--- config.mk ---
export PLATFORM = sky130hd
export DESIGN_NAME = cpu_alu_with_flags
export DESIGN_NICKNAME = d
export VERILOG_FILES = /design/src/hw/rtl/alu_flg_pkg.sv /design/src/hw/rtl/cpu_alu_with_flags.sv /design/src/hw/rtl/alu_flg_core.sv
export SDC_FILE = /design/constraint.sdc
export NUM_CORES = 1
export LEC_CHECK = 0
export BUFFER_PORTS_ARGS = -buffer_cell sky130_fd_sc_hd__buf_2
export CORE_ASPECT_RATIO = 0.5
export CORE_MARGIN = 2
export CORE_UTILIZATION = 50
export DETAILED_ROUTE_END_ITERATION = 10
export HOLD_SLACK_MARGIN = 0.12
export PLACE_DENSITY = 0.7
export SYNTH_ARGS = -nofsm -noshare
export SYNTH_HDL_FRONTEND = slang
export SYNTH_SLANG_ARGS = --single-unit
--- constraint.sdc ---
create_clock -name clk -period 10.08 [get_ports clk]
set_input_delay 1.512 -clock clk [delete_from_list [all_inputs] [get_ports clk]]
set_output_delay 1.512 -clock clk [all_outputs]
set_load 0.005 [all_outputs]
--- src/hw/rtl/alu_flg_pkg.sv ---
// Shared types for the 8-bit ALU with flags: operation codes and the flag group.
`timescale 1ns / 1ps
`default_nettype none

package alu_flg_pkg;

	// Operation codes as carried on the mode port
	typedef enum logic [4:0] {
		MODE_ADD    = 5'd0,
		MODE_ADC    = 5'd1,
		MODE_SUB    = 5'd2,
		MODE_SBC    = 5'd3,
		MODE_AND    = 5'd4,
		MODE_XOR    = 5'd5,
		MODE_OR     = 5'd6,
		MODE_CP     = 5'd7,
		MODE_INC    = 5'd8,
		MODE_DEC    = 5'd9,
		MODE_RLCA   = 5'd10,
		MODE_RRCA   = 5'd11,
		MODE_RLA    = 5'd12,
		MODE_RRA    = 5'd13,
		MODE_RLC    = 5'd14,
		MODE_RRC    = 5'd15,
		MODE_RL     = 5'd16,
		MODE_RR     = 5'd17,
		MODE_SLA    = 5'd18,
		MODE_SRA    = 5'd19,
		MODE_SWAP   = 5'd20,
		MODE_SRL    = 5'd21,
		MODE_BIT    = 5'd22,
		MODE_RES    = 5'd23,
		MODE_SET    = 5'd24,
		MODE_CPL    = 5'd25,
		MODE_CCF    = 5'd26,
		MODE_SCF    = 5'd27,
		MODE_ADD16  = 5'd28,
		MODE_ADDSP  = 5'd29,
		MODE_INC16  = 5'd30,
		MODE_DEC16  = 5'd31
	} mode_t;

	typedef struct packed {
		logic z;
		logic n;
		logic h;
		logic c;
	} flags_t;

endpackage

`default_nettype wire

--- src/hw/rtl/cpu_alu_with_flags.sv ---
// Top level of the 8-bit ALU with flags: input register, ALU datapath, result register.
// An accepted beat passes through the input register and then the result register, which raises done with its result.
// Throughput: one beat per cycle; busy stays low, so start may be held high every cycle.
// The result register is the only output stage and the receiver cannot stall it.
// Reset (arst_n low, asynchronous): clears the valid bits of both stages, so done drops at once.
`timescale 1ns / 1ps
`default_nettype none

module cpu_alu_with_flags
	import alu_flg_pkg::*;
(
	input  logic        clk,
	input  logic        arst_n,
	input  logic        start,
	output logic        busy,
	input  logic [4:0]  mode,
	input  logic [15:0] operand_a,
	input  logic [15:0] operand_b,
	input  logic [2:0]  bit_index,
	input  logic        in_zero,
	input  logic        in_sub,
	input  logic        in_half,
	input  logic        in_carry,
	output logic        done,
	output logic [15:0] result,
	output logic        out_zero,
	output logic        out_sub,
	output logic        out_half,
	output logic        out_carry
);

	// Stage 1: captured operation beat
	logic        valid_s1;
	mode_t       mode_s1;
	logic [15:0] opa_s1;
	logic [15:0] opb_s1;
	logic [2:0]  bidx_s1;
	flags_t      flags_s1;

	// Stage 2: registered result beat
	logic        valid_s2;
	logic [15:0] result_s2;
	flags_t      flags_s2;

	logic [15:0] core_result;
	flags_t      core_flags;
	logic        accept;

	// No state carries between beats, so the block never pushes back
	assign busy   = 1'b0;
	assign accept = start & ~busy;

	// Control: advance the valid bit through both stages every cycle
	always_ff @(posedge clk or negedge arst_n) begin
		if (!arst_n) begin
			valid_s1 <= 1'b0;
			valid_s2 <= 1'b0;
		end else begin
			valid_s1 <= accept;
			valid_s2 <= valid_s1;
		end
	end

	// Payload: capture only on an accepted beat, hold otherwise
	always_ff @(posedge clk) begin
		if (accept) begin
			mode_s1  <= mode_t'(mode);
			opa_s1   <= operand_a;
			opb_s1   <= operand_b;
			bidx_s1  <= bit_index;
			flags_s1 <= '{z: in_zero, n: in_sub, h: in_half, c: in_carry};
		end
	end

	alu_flg_core u_core (
		.mode      (mode_s1),
		.opa       (opa_s1),
		.opb       (opb_s1),
		.bit_index (bidx_s1),
		.flags_in  (flags_s1),
		.result    (core_result),
		.flags_out (core_flags)
	);

	// Result register: load when stage 1 holds a live beat
	always_ff @(posedge clk) begin
		if (valid_s1) begin
			result_s2 <= core_result;
			flags_s2  <= core_flags;
		end
	end

	assign done      = valid_s2;
	assign result    = result_s2;
	assign out_zero  = flags_s2.z;
	assign out_sub   = flags_s2.n;
	assign out_half  = flags_s2.h;
	assign out_carry = flags_s2.c;

`ifndef SYNTH
	// Every done beat traces back to an accepted beat that passed through stage 1 and stage 2
	a_done_from_accept: assert property (@(posedge clk) disable iff (!arst_n)
		done |-> $past(accept, 2))
		else $error("done without a matching accepted beat");

	// 8-bit operations leave the upper result byte clear
	a_byte_ops_upper_zero: assert property (@(posedge clk) disable iff (!arst_n)
		(valid_s1 && (mode_s1 != MODE_ADD16) && (mode_s1 != MODE_ADDSP)
			&& (mode_s1 != MODE_INC16) && (mode_s1 != MODE_DEC16))
		|=> (result[15:8] == 8'h00))
		else $error("8-bit operation drove the upper result byte");

	// Word inc/dec and bit res/set pass all flags through
	a_flags_kept: assert property (@(posedge clk) disable iff (!arst_n)
		(valid_s1 && ((mode_s1 == MODE_INC16) || (mode_s1 == MODE_DEC16)
			|| (mode_s1 == MODE_RES) || (mode_s1 == MODE_SET)))
		|=> ({out_zero, out_sub, out_half, out_carry} == $past(flags_s1)))
		else $error("flags changed by a flag-preserving operation");

	// Compare, bit test, ccf and scf return the operand unchanged
	a_operand_kept: assert property (@(posedge clk) disable iff (!arst_n)
		(valid_s1 && ((mode_s1 == MODE_CP) || (mode_s1 == MODE_BIT)
			|| (mode_s1 == MODE_CCF) || (mode_s1 == MODE_SCF)))
		|=> (result == {8'h00, $past(opa_s1[7:0])}))
		else $error("operand not returned unchanged");
`endif

endmodule

`default_nettype wire

--- src/hw/rtl/alu_flg_core.sv ---
// Combinational ALU datapath: 8-bit add/sub, logic, shifts, bit ops and 16-bit adds.
`timescale 1ns / 1ps
`default_nettype none

module alu_flg_core
	import alu_flg_pkg::*;
(
	input  mode_t        mode,
	input  logic [15:0]  opa,
	input  logic [15:0]  opb,
	input  logic [2:0]   bit_index,
	input  flags_t       flags_in,
	output logic [15:0]  result,
	output flags_t       flags_out
);

	logic [7:0]  a;
	logic [7:0]  b;
	logic        cin;

	logic [7:0]  add_b;
	logic        add_ci;
	logic [8:0]  add_r;
	logic        add_h;
	logic [7:0]  sub_b;
	logic        sub_ci;
	logic [8:0]  sub_r;
	logic        sub_h;

	logic [16:0] w_r;
	logic        w_h;
	logic [15:0] sp_ext;
	logic [15:0] sp_r;
	logic        sp_h;
	logic        sp_c;

	logic [7:0]  sh_r;
	logic        sh_c;
	logic [7:0]  bmask;

	assign a   = opa[7:0];
	assign b   = opb[7:0];
	assign cin = flags_in.c;

	// Shared 8-bit adder and subtractor; inc and dec reuse them with a constant one
	assign add_b  = (mode == MODE_INC) ? 8'h01 : b;
	assign add_ci = (mode == MODE_ADC) ? cin : 1'b0;
	assign add_r  = {1'b0, a} + {1'b0, add_b} + {8'h00, add_ci};
	assign add_h  = a[4] ^ add_b[4] ^ add_r[4];

	assign sub_b  = (mode == MODE_DEC) ? 8'h01 : b;
	assign sub_ci = (mode == MODE_SBC) ? cin : 1'b0;
	assign sub_r  = {1'b0, a} - {1'b0, sub_b} - {8'h00, sub_ci};
	assign sub_h  = a[4] ^ sub_b[4] ^ sub_r[4];

	// 16-bit pair add: half carry out of bit 11, carry out of bit 15
	assign w_r = {1'b0, opa} + {1'b0, opb};
	assign w_h = opa[12] ^ opb[12] ^ w_r[12];

	// SP plus signed byte: flags come from the low-byte carries
	assign sp_ext = {{8{b[7]}}, b};
	assign sp_r   = opa + sp_ext;
	assign sp_h   = opa[4] ^ sp_ext[4] ^ sp_r[4];
	assign sp_c   = opa[8] ^ sp_ext[8] ^ sp_r[8];

	assign bmask = 8'h01 << bit_index;

	// Rotate and shift network
	always_comb begin
		sh_r = a;
		sh_c = 1'b0;
		case (mode)
			MODE_RLCA, MODE_RLC: begin
				sh_r = {a[6:0], a[7]};
				sh_c = a[7];
			end
			MODE_RRCA, MODE_RRC: begin
				sh_r = {a[0], a[7:1]};
				sh_c = a[0];
			end
			MODE_RLA, MODE_RL: begin
				sh_r = {a[6:0], cin};
				sh_c = a[7];
			end
			MODE_RRA, MODE_RR: begin
				sh_r = {cin, a[7:1]};
				sh_c = a[0];
			end
			MODE_SLA: begin
				sh_r = {a[6:0], 1'b0};
				sh_c = a[7];
			end
			MODE_SRA: begin
				sh_r = {a[7], a[7:1]};
				sh_c = a[0];
			end
			MODE_SWAP: begin
				sh_r = {a[3:0], a[7:4]};
				sh_c = 1'b0;
			end
			MODE_SRL: begin
				sh_r = {1'b0, a[7:1]};
				sh_c = a[0];
			end
			default: begin
				sh_r = a;
				sh_c = 1'b0;
			end
		endcase
	end

	always_comb begin
		result    = {8'h00, a};
		flags_out = flags_in;
		case (mode)
			MODE_ADD, MODE_ADC: begin
				result    = {8'h00, add_r[7:0]};
				flags_out = '{z: (add_r[7:0] == 8'h00), n: 1'b0, h: add_h, c: add_r[8]};
			end
			MODE_SUB, MODE_SBC: begin
				result    = {8'h00, sub_r[7:0]};
				flags_out = '{z: (sub_r[7:0] == 8'h00), n: 1'b1, h: sub_h, c: sub_r[8]};
			end
			MODE_CP: begin
				flags_out = '{z: (sub_r[7:0] == 8'h00), n: 1'b1, h: sub_h, c: sub_r[8]};
			end
			MODE_AND: begin
				result    = {8'h00, a & b};
				flags_out = '{z: ((a & b) == 8'h00), n: 1'b0, h: 1'b1, c: 1'b0};
			end
			MODE_XOR: begin
				result    = {8'h00, a ^ b};
				flags_out = '{z: ((a ^ b) == 8'h00), n: 1'b0, h: 1'b0, c: 1'b0};
			end
			MODE_OR: begin
				result    = {8'h00, a | b};
				flags_out = '{z: ((a | b) == 8'h00), n: 1'b0, h: 1'b0, c: 1'b0};
			end
			MODE_INC: begin
				result    = {8'h00, add_r[7:0]};
				flags_out = '{z: (add_r[7:0] == 8'h00), n: 1'b0, h: add_h, c: cin};
			end
			MODE_DEC: begin
				result    = {8'h00, sub_r[7:0]};
				flags_out = '{z: (sub_r[7:0] == 8'h00), n: 1'b1, h: sub_h, c: cin};
			end
			MODE_RLCA, MODE_RRCA, MODE_RLA, MODE_RRA: begin
				// accumulator forms always clear zero
				result    = {8'h00, sh_r};
				flags_out = '{z: 1'b0, n: 1'b0, h: 1'b0, c: sh_c};
			end
			MODE_RLC, MODE_RRC, MODE_RL, MODE_RR, MODE_SLA, MODE_SRA, MODE_SWAP,
			MODE_SRL: begin
				result    = {8'h00, sh_r};
				flags_out = '{z: (sh_r == 8'h00), n: 1'b0, h: 1'b0, c: sh_c};
			end
			MODE_BIT: begin
				flags_out = '{z: ~a[bit_index], n: 1'b0, h: 1'b1, c: cin};
			end
			MODE_RES: begin
				result = {8'h00, a & ~bmask};
			end
			MODE_SET: begin
				result = {8'h00, a | bmask};
			end
			MODE_CPL: begin
				result    = {8'h00, ~a};
				flags_out = '{z: flags_in.z, n: 1'b1, h: 1'b1, c: cin};
			end
			MODE_CCF: begin
				flags_out = '{z: flags_in.z, n: 1'b0, h: 1'b0, c: ~cin};
			end
			MODE_SCF: begin
				flags_out = '{z: flags_in.z, n: 1'b0, h: 1'b0, c: 1'b1};
			end
			MODE_ADD16: begin
				result    = w_r[15:0];
				flags_out = '{z: flags_in.z, n: 1'b0, h: w_h, c: w_r[16]};
			end
			MODE_ADDSP: begin
				result    = sp_r;
				flags_out = '{z: 1'b0, n: 1'b0, h: sp_h, c: sp_c};
			end
			MODE_INC16: begin
				result = opa + 16'h0001;
			end
			MODE_DEC16: begin
				result = opa - 16'h0001;
			end
			default: begin
				result    = {8'h00, a};
				flags_out = flags_in;
			end
		endcase
	end

endmodule

`default_nettype wire

==> results of run 1 <==
-- stage by stage --
stage | total power, mW | instances
after floorplan | 0.6240 | 721
final | 1.160 | 947
after CTS | 1.149 | 946
after global placement | 0.7441 | 930
after detailed placement | 0.7463 | 930
after global routing | 1.209 | 946
-- cell usage in the layout (no fill, tap or decap), drive strengths merged, types with 7 or more instances in the layout --
cell type and count:
xor2 20, a221oi 9, a21oi 62, a31oi 7, and2 10, a22oi 8, nor2b 10, nor3 20
buf 72, a21o 16, nand2b 12, o21ai 40, nand2 57, nor3b 8, nor2 61, edfxtp 64
nand3 15, xnor2 26, ha 66, clkbuf 10, a211oi 10, nand4 9, inv 39, nor4 11
o22ai 10
-- registers in the layout, summed over array words and instances, names as in the netlist --
name	flops
bidx_s1	3
done	1
flags_s1	4
mode_s1	5
opa_s1	16
opb_s1	16
out_carry	1
out_half	1
out_sub	1
out_zero	1
result	16
valid_s1	1
-- kinds of logic (layout without fill, tap and decap cells) --
| group | after synthesis | after routing |
|---|---|---|
| fa+ha+maj | 72 | 72 |
| compound gates | 227 | 227 |
| flops | 66 | 66 |
| xor+xnor | 46 | 46 |
| simple gates | 233 | 233 |
| other cells | 1 | 2 |
| buf+inv | 71 | 126 |
| mux | 5 | 5 |
-- per-layer routing --
layer / global-route usage [%] / vias up / share of wire [%]
met5: 0 / - / 0
met4: 9.649 / 0 / 2.4
met3: 10.63 / 50 / 11
met2: 43.93 / 308 / 40
met1: 47.28 / 2934 / 47
li1: - / 2841 / -
-- how the worst min path moves through the flow --
stage | slack [ns] | from | depth (start not counted) | end
detailed placement | 0.59 | flags_s1[1] | 2 | out_half
global route | 0.64 | flags_s1[1] | 2 | out_half
global placement | 0.59 | flags_s1[1] | 2 | out_half
CTS | 0.61 | flags_s1[1] | 2 | out_half
finish | 0.62 | flags_s1[1] | 2 | out_half
floorplan | 0.57 | flags_s1[1] | 2 | out_half
-- power groups by stage --
| stage | clock network, mW | registers (mW) | logic (mW) |
|---|---|---|---|
| 6_report | 0.402 | 0.368 | 0.390 |
| 5_1_grt | 0.416 | 0.373 | 0.420 |
| 4_1_cts | 0.406 | 0.368 | 0.375 |
| 3_5_place_dp | 0 | 0.374 | 0.373 |
| 3_3_place_gp | 0 | 0.373 | 0.371 |
| 2_1_floorplan | 0 | 0.356 | 0.268 |
-- final cells by class --
type                    count  area [sq um]
fillers                  1139          5361
repair buffers             72         372.9
clock buffers              10         229.0
clock inverters             6         137.6
flip-flops and latches     66          1972
diodes                      1         2.502
well taps                 170         212.7
multi-input cells         584          4124
inverters                  38         142.6
-- worst min-delay path, cell delays in order (launching register included) --
cell	delay (ns)
edfxtp_1	0.32
nor2_1	0.04
a31oi_1	0.13
==> flow_summary.ini, run 1 <==
[logic_synthesis]
synthTopCellsByArea = edfxtp_1, ha_1, a21oi_1, xnor2_1, nor2_1
synth_area_leader_cell = edfxtp_1
yosys.area.top_type_share_pct = 30.12
synth_most_common_cell = ha_1
synth_top_flop_cell = edfxtp_1
netlist_top_cells_count = ha_1, edfxtp_1, a21oi_1
synth_cell_types = 73
synthSimpleGateAreaFrac_pct = 18.14
synth_compound_area_share_pct = 24.02
synth_top_family_by_area = compound AO/OA/AOI/OAI gates
synth_area_sq_um = 6380
ys_seq_area_share_pct = 30.91
yosys_warnings = 0
synth_edf_count = 64
synth_xor_area_share_pct = 6.315
yosys-mux-area-fraction_pct = 1.177
synth_adder_area_share_pct = 14.83
synth-seq-cells = 66
synth_nets = 840
synthArstFlopShare_pct = 3.030
syn_area_per_cell_sq_um = 8.849
synth_cells = 721

[route]
drc_errors = 0
vias = 6133
drt_iter0_drc = 712
totalWireLength_um = 21270
first_pass_iters = 5
ant_nets = 0
wl_per_cell_um = 22.46
viasPerCell = 6.476

[clock_network]
cts_tree = done
cts_hold_buf = 0
root_buffer = clkbuf_16
h-tree-depth = 3
clockBufferDepth = 2
cts.sinks = 66
clk_pin_slew_ns = 0.06
numCtsBuffers = 9
ctsResizeCount = 0
clk_latency_ns = 0.34
postCtsSetupRepairBufs = 0

[critical_path]
r2r_end = result[14]
worstPathArrival_ns = 5.25
crit_required_ns = 10.15
crit_start = mode_s1[1]
reg2reg_depth = 11
crit_path_end_kind = flop
criticalPathCategory = flop to flop
critical_path_depth = 11
cp_num_buf_inv = 0
path_common_cell = nor2_1
cp_cell_sequence = nand4_1 -> nor2_1 -> ha_1 -> a211oi_1 -> nor2_1 -> nor4_1 -> o31ai_1 -> o41ai_1 -> o21ai_0 -> xnor2_1 -> o221ai_1
cpPeakStageDelay_ns = 1.05
path_delay_family = simple AND/OR/NAND/NOR gates
critPathCapture = result[14]
r2r_slack_ns = 4.89
slowest_stage = nor2_1
worstReg2RegStart = mode_s1[1]
critPathMaxFanout = 28
cp-start-kind = flop

[pwr]
ir_drop_uv = 72.56
power.density_nw_per_um2 = 161.3
swShare_pct = 34.87
leakage_nw = 2.897
p_int_uw = 755.8
p_switching_uw = 404.6
p_comb_share_pct = 33.6
clockPowerShare_pct = 34.7
p_seq_share_pct = 31.7

[timing]
finalWorstSetupSlack_ns = 4.894
slew_headroom_pct = 15.83
setup_viol = 0
drv_slew = 0
post-route-min-period_ns = 5.186
fmax_ghz = 0.1928
rsz0062_at_grt = false
setup_tns_ns = 0
worst_pin_slew_ns = 1.252
fin_hold_ws_ns = 0.6207
skew_ns = 0.007276
finalCritPeriodShare_pct = 51.45
hold_viol = 0

[place]
dp_hpwl_um = 15820
post-place-ws_ns = 5.028
gp_congestion = 1.036
placed_cell_area_sq_um = 6824
io_buffers = 67

[global_route]
grt_pass1_wl_um = 33050
grtUsageTotal_pct = 32.03
antenna_found_initial = 1
grt_max_degree = 46
grt_pass1_vias = 5790
grt-ovfl-total = 0

[run_status]
status = finished, final reports clean

[floorplan]
fp.dieW_um = 163.8
dieArea_sq_um = 13730
chipHeight_um = 83.88
start_util_pct = 50.82
io-pin-count = 69
std_cell_rows = 29
core_area_sq_um = 12550

[final_layout]
area_growth_pct = 12.75
final_util_pct = 57.30
drive_gt1_share_pct = 13.02
num-nets-final = 890
post-route-cell-area_sq_um = 7193

[min_path]
hold_path_class = flop to flop

[run]
cap_viol_max_count = 0
(Power assumes the default switching activity.)
==> run 2, diff against run 1 <==
--- a/config.mk
+++ b/config.mk
@@ -11,7 +11,7 @@
 export CORE_UTILIZATION = 50
 export DETAILED_ROUTE_END_ITERATION = 10
 export HOLD_SLACK_MARGIN = 0.12
-export PLACE_DENSITY = 0.7
+export PLACE_DENSITY = 0.72
 export SYNTH_ARGS = -nofsm -noshare
 export SYNTH_HDL_FRONTEND = slang
 export SYNTH_SLANG_ARGS = --single-unit
==> constraint.sdc (replaced) <==
create_clock -name clk -period 4.75 [get_ports clk]
set_input_delay 0.7125 -clock clk [delete_from_list [all_inputs] [get_ports clk]]
set_output_delay 0.7125 -clock clk [all_outputs]
set_load 0.005 [all_outputs]
==> run 2 against run 1 <==
  * Final cell count is 1.1% higher
  * Largest cell class unchanged
  * Sequential power increased by 110%
  * First-iteration DRC count down 2.1%
  * Fmax rose by 24%
==> flow_summary.ini, run 2 (synthesis results as in run 1) <==
[critical_path]
cp-start-kind = flop
path_common_cell = nor2b_1
path_delay_family = simple AND/OR/NAND/NOR gates
critPathMaxFanout = 15
crit_path_end_kind = flop
crit_required_ns = 4.84
slowest_stage = nor2b_1
worstPathArrival_ns = 4.28
cpPeakStageDelay_ns = 0.79
cp_cell_sequence = nor2b_1 -> nand3_1 -> nor2b_1 -> fa_1 -> inv_1 -> ha_1 -> nor2b_1 -> a21boi_0 -> o21ai_0 -> a21oi_1 -> a211oi_1 -> xnor2_1 -> o211ai_1 -> or3_1
cp_num_buf_inv = 1
criticalPathCategory = flop to flop

[floorplan]
io-pin-count = 69
start_util_pct = 50.82
dieArea_sq_um = 13730
chipHeight_um = 83.88
std_cell_rows = 29
fp.dieW_um = 163.8
core_area_sq_um = 12550

[run_status]
status = finished, final reports clean

[timing]
finalWorstSetupSlack_ns = 0.5630
post-route-min-period_ns = 4.187
worst_pin_slew_ns = 1.248
rsz0062_at_grt = false
fin_hold_ws_ns = 0.1374
slew_headroom_pct = 16.81
setup_tns_ns = 0
finalCritPeriodShare_pct = 88.15
fmax_ghz = 0.2388
hold_viol = 0
skew_ns = 0.006635
drv_slew = 0
setup_viol = 0

[run]
cap_viol_max_count = 0

[clock_network]
postCtsSetupRepairBufs = 0
cts.sinks = 66
ctsResizeCount = 0
clk_latency_ns = 0.35
cts_hold_buf = 0
clockBufferDepth = 2
h-tree-depth = 3
cts_tree = done
numCtsBuffers = 9
clk_pin_slew_ns = 0.06
root_buffer = clkbuf_16

[route]
vias = 6212
viasPerCell = 6.491
totalWireLength_um = 21560
drt_iter0_drc = 697
first_pass_iters = 6
wl_per_cell_um = 22.53
drc_errors = 0
ant_nets = 0

[place]
io_buffers = 67
gp_congestion = 1.012
post-place-ws_ns = 0.7047
dp_hpwl_um = 16180
placed_cell_area_sq_um = 6907
dp.cells = 941

[final_layout]
post-route-cell-area_sq_um = 7211
drive_gt1_share_pct = 14.36
final_cell_mix = buf_2, ha_1, edfxtp_1
final_common_cell = buf_2
fin_cells = 957
antenna_cells = 0
num-nets-final = 901
area_growth_pct = 13.02

[global_route]
grt_pass1_wl_um = 33620
grt-ovfl-total = 0
antenna_found_initial = 0
grtUsageTotal_pct = 32.46
grt_max_degree = 46
grt_pass1_vias = 5989

[pwr]
p_comb_share_pct = 35.8
p_switching_uw = 842.2
power.density_nw_per_um2 = 319.7
ir_drop_uv = 191.2
leakage_nw = 2.923
p_seq_share_pct = 33.4
p_int_mw = 1.463
swShare_pct = 36.53
clockPowerShare_pct = 30.8

[min_path]
hold_path_class = input pin to async pin
run 2: cell types whose count changed in the layout (fill, tap and decap cells not counted), sizes merged:
cell / previous run / this run
buf: 72 / 83
bufinv: 4 / 1
clkinv: 1 / 3
clkinvlp: 0 / 1
diode: 1 / 0
run 2: routing by layer:
metal	vias up	routed length [um]	track usage, %
met3	51	2866	8.644
met1	2852	9271	47.50
met5	-	0	0
met2	438	8980	46.79
met4	0	444	9.410
li1	2871	-	-
run 2: worst paths after layout:
path	from	end	slack (ns)	cells past startpoint
worst max-delay path	mode_s1[0]	out_zero	0.56	14
worst min-delay path	arst_n	done	0.14	1
worst max register to register	mode_s1[0]	out_zero	0.56	14
worst min register to register	flags_s1[1]	out_half	0.62	2
max in group asynchronous	arst_n	valid_s1	4.52	1
min in group clk	operand_a[8]	opa_s1[8]	0.53	1
run 2: layout make-up:
| class | count | area [sq um] |
|---|---|---|
| multi-input combinational | 584 | 4124 |
| inverter | 38 | 142.6 |
| tap | 170 | 212.7 |
| clock buffer | 10 | 239.0 |
| clock inverter | 6 | 65.06 |
| timing repair buffer | 83 | 455.4 |
| fill | 1151 | 5344 |
| sequential | 66 | 1972 |
run 2: power by group through the flow:
| stage | combinational [mW] | clock [mW] | sequential, mW |
|---|---|---|---|
| 4_1_cts | 0.800 | 0.716 | 0.768 |
| 3_5_place_dp | 0.794 | 0 | 0.779 |
| 6_report | 0.825 | 0.710 | 0.770 |
| 2_1_floorplan | 0.568 | 0 | 0.756 |
| 3_3_place_gp | 0.790 | 0 | 0.779 |
| 5_1_grt | 0.896 | 0.741 | 0.776 |
run 2: per-stage QoR:
| step | total power [mW] | utilization (%) |
|---|---|---|
| final | 2.305 | 57.43 |
| after CTS | 2.284 | 57.43 |
| after detailed placement | 1.573 | 55.01 |
| after floorplan | 1.324 | - |
| after global placement | 1.568 | 55.01 |
| after global routing | 2.413 | 57.43 |
==> run 3, diff against run 2 <==
--- a/config.mk
+++ b/config.mk
@@ -12,6 +12,7 @@
 export DETAILED_ROUTE_END_ITERATION = 10
 export HOLD_SLACK_MARGIN = 0.12
 export PLACE_DENSITY = 0.72
+export RECOVER_POWER = 100
 export SYNTH_ARGS = -nofsm -noshare
 export SYNTH_HDL_FRONTEND = slang
 export SYNTH_SLANG_ARGS = --single-unit
==> run 3 against run 2 <==
  * The flow now finishes with violations (capacitance limit, slew limit)
  * Sequential share of layout area up 0.071 points
  * Clock power about the same
  * Flip-flop and latch count unchanged
  * Combinational power down 0.5%
  * Via count up 0.92%
  * Cell area down 0.26%
  * Sequential power about the same
  * Utilization down 0.15 points
  * Total power about the same
  * Critical path depth down 2
  * Critical endpoint unchanged
  * Largest power group unchanged
  * Highest routed layer unchanged
==> flow_summary.ini, run 3 (synthesis results as in run 1) <==
[pwr]
power.density_nw_per_um2 = 320.4
leakage_nw = 2.887
power_mw = 2.304
ir_drop_uv = 191.7

[timing]
drv_slew = 46
fin_hold_ws_ns = 0.1359
fmax_ghz = 0.2374
worst_pin_slew_ns = 2.578
setup_tns_ns = 0
slew_headroom_pct = -71.87
post-route-min-period_ns = 4.212
skew_ns = 0.007206
setup_viol = 0
rsz0062_at_grt = false
hold_viol = 0
finalCritPeriodShare_pct = 88.67

[clock_network]
clk_latency_ns = 0.35
clockBufferDepth = 2
cts_hold_buf = 0
cts_tree = done
postCtsSetupRepairBufs = 0
clk_pin_slew_ns = 0.06
ctsResizeCount = 0
root_buffer = clkbuf_16
numCtsBuffers = 9
h-tree-depth = 3
cts.sinks = 66

[run_status]
status = complete, but fails checks
violations = capacitance limit, slew limit

[run]
cap_viol_max_count = 1

[critical_path]
crit_start = mode_s1[0]
slowest_stage = nor2b_1
cp_num_buf_inv = 1
worstPathArrival_ns = 4.43
path_common_cell = nor2b_1
cp_cell_sequence = nor2b_1 -> nand3_1 -> nor2b_1 -> fa_1 -> inv_1 -> ha_1 -> xor2_1 -> nor4_1 -> nand2_1 -> or4_1 -> o211ai_1 -> or3_1
worstReg2RegStart = mode_s1[0]
crit_path_end_kind = flop
critPathMaxFanout = 15
crit_required_ns = 4.97
path_delay_family = simple AND/OR/NAND/NOR gates
criticalPathCategory = flop to flop
cp-start-kind = flop
cpPeakStageDelay_ns = 0.81

[final_layout]
area_growth_pct = 12.73
num-nets-final = 901
antenna_cells = 0
final_cell_mix = ha_1, edfxtp_1, a21oi_1
final_common_cell = ha_1
drive_gt1_share_pct = 12.71
post-route-cell-area_sq_um = 7192

[route]
totalWireLength_um = 21610
wl_per_cell_um = 22.58
viasPerCell = 6.551
ant_nets = 0
first_pass_iters = 5
drt_iter0_drc = 698
drc_errors = 0
vias = 6269

[global_route]
antenna_found_initial = 0
grtUsageTotal_pct = 32.46
grt_pass1_wl_um = 33620
grt_max_degree = 46
grt_pass1_vias = 5989
grt-ovfl-total = 0

[place]
io_buffers = 67
dp_hpwl_um = 16180
placed_cell_area_sq_um = 6907
gp_congestion = 1.012

[floorplan]
chipHeight_um = 83.88
std_cell_rows = 29
dieArea_sq_um = 13730
io-pin-count = 69
fp.dieW_um = 163.8
core_area_sq_um = 12550
start_util_pct = 50.82

[min_path]
hold_path_class = input pin to async pin
[run 3: cell count changes in the layout (fill, tap and decap cells not counted)]
cell      previous run  this run
buf_2               67        55
buf_4               16        15
clkbuf_1             0        13
o21ai_0             28        31
o21ai_1             12         9
[run 3: where the power goes]
group / total [mW] / switching, mW / leakage (nW) / internal (mW)
combinational: 0.821 / 0.495 / 2.09 / 0.327
clock: 0.711 / 0.289 / 0.149 / 0.422
sequential: 0.771 / 0.0606 / 0.647 / 0.711
[run 3: per-layer routing]
layer	vias up	track usage (%)	wire, um
li1	2873	-	-
met2	427	46.79	8947
met5	-	0	0
met4	0	9.410	497
met3	57	8.644	2801
met1	2912	47.50	9365
[run 3: worst paths after layout]
kind                                   to  slack [ns]  depth (start not counted)
worst min register to register   out_half        0.62                          2
worst max register to register   out_zero        0.54                         12
max in group asynchronous            done        4.49                          1
worst max-delay path             out_zero        0.54                         12
min in group clk                opa_s1[8]        0.54                          1
worst min-delay path             valid_s1        0.14                          1
[run 3: area by class of cell]
type / instances / area, sq um
Sequential cell: 66 / 1972
Clock buffer: 10 / 239.0
Fill cell: 1162 / 5363
Timing Repair Buffer: 83 / 436.7
Clock inverter: 6 / 65.06
Inverter: 38 / 142.6
Multi-Input combinational cell: 584 / 4124
Tap cell: 170 / 212.7
[run 3: per-stage QoR]
stage / setup WS (ns) / cells / util (%)
final: 0.5382 / 957 / 57.29
after global routing: 0.3202 / 957 / 57.29
after CTS: 0.6954 / 957 / 57.43
after detailed placement: 0.7047 / 941 / 55.01
after global placement: 0.7518 / 941 / 55.01
after floorplan: 0.7590 / 721 / -
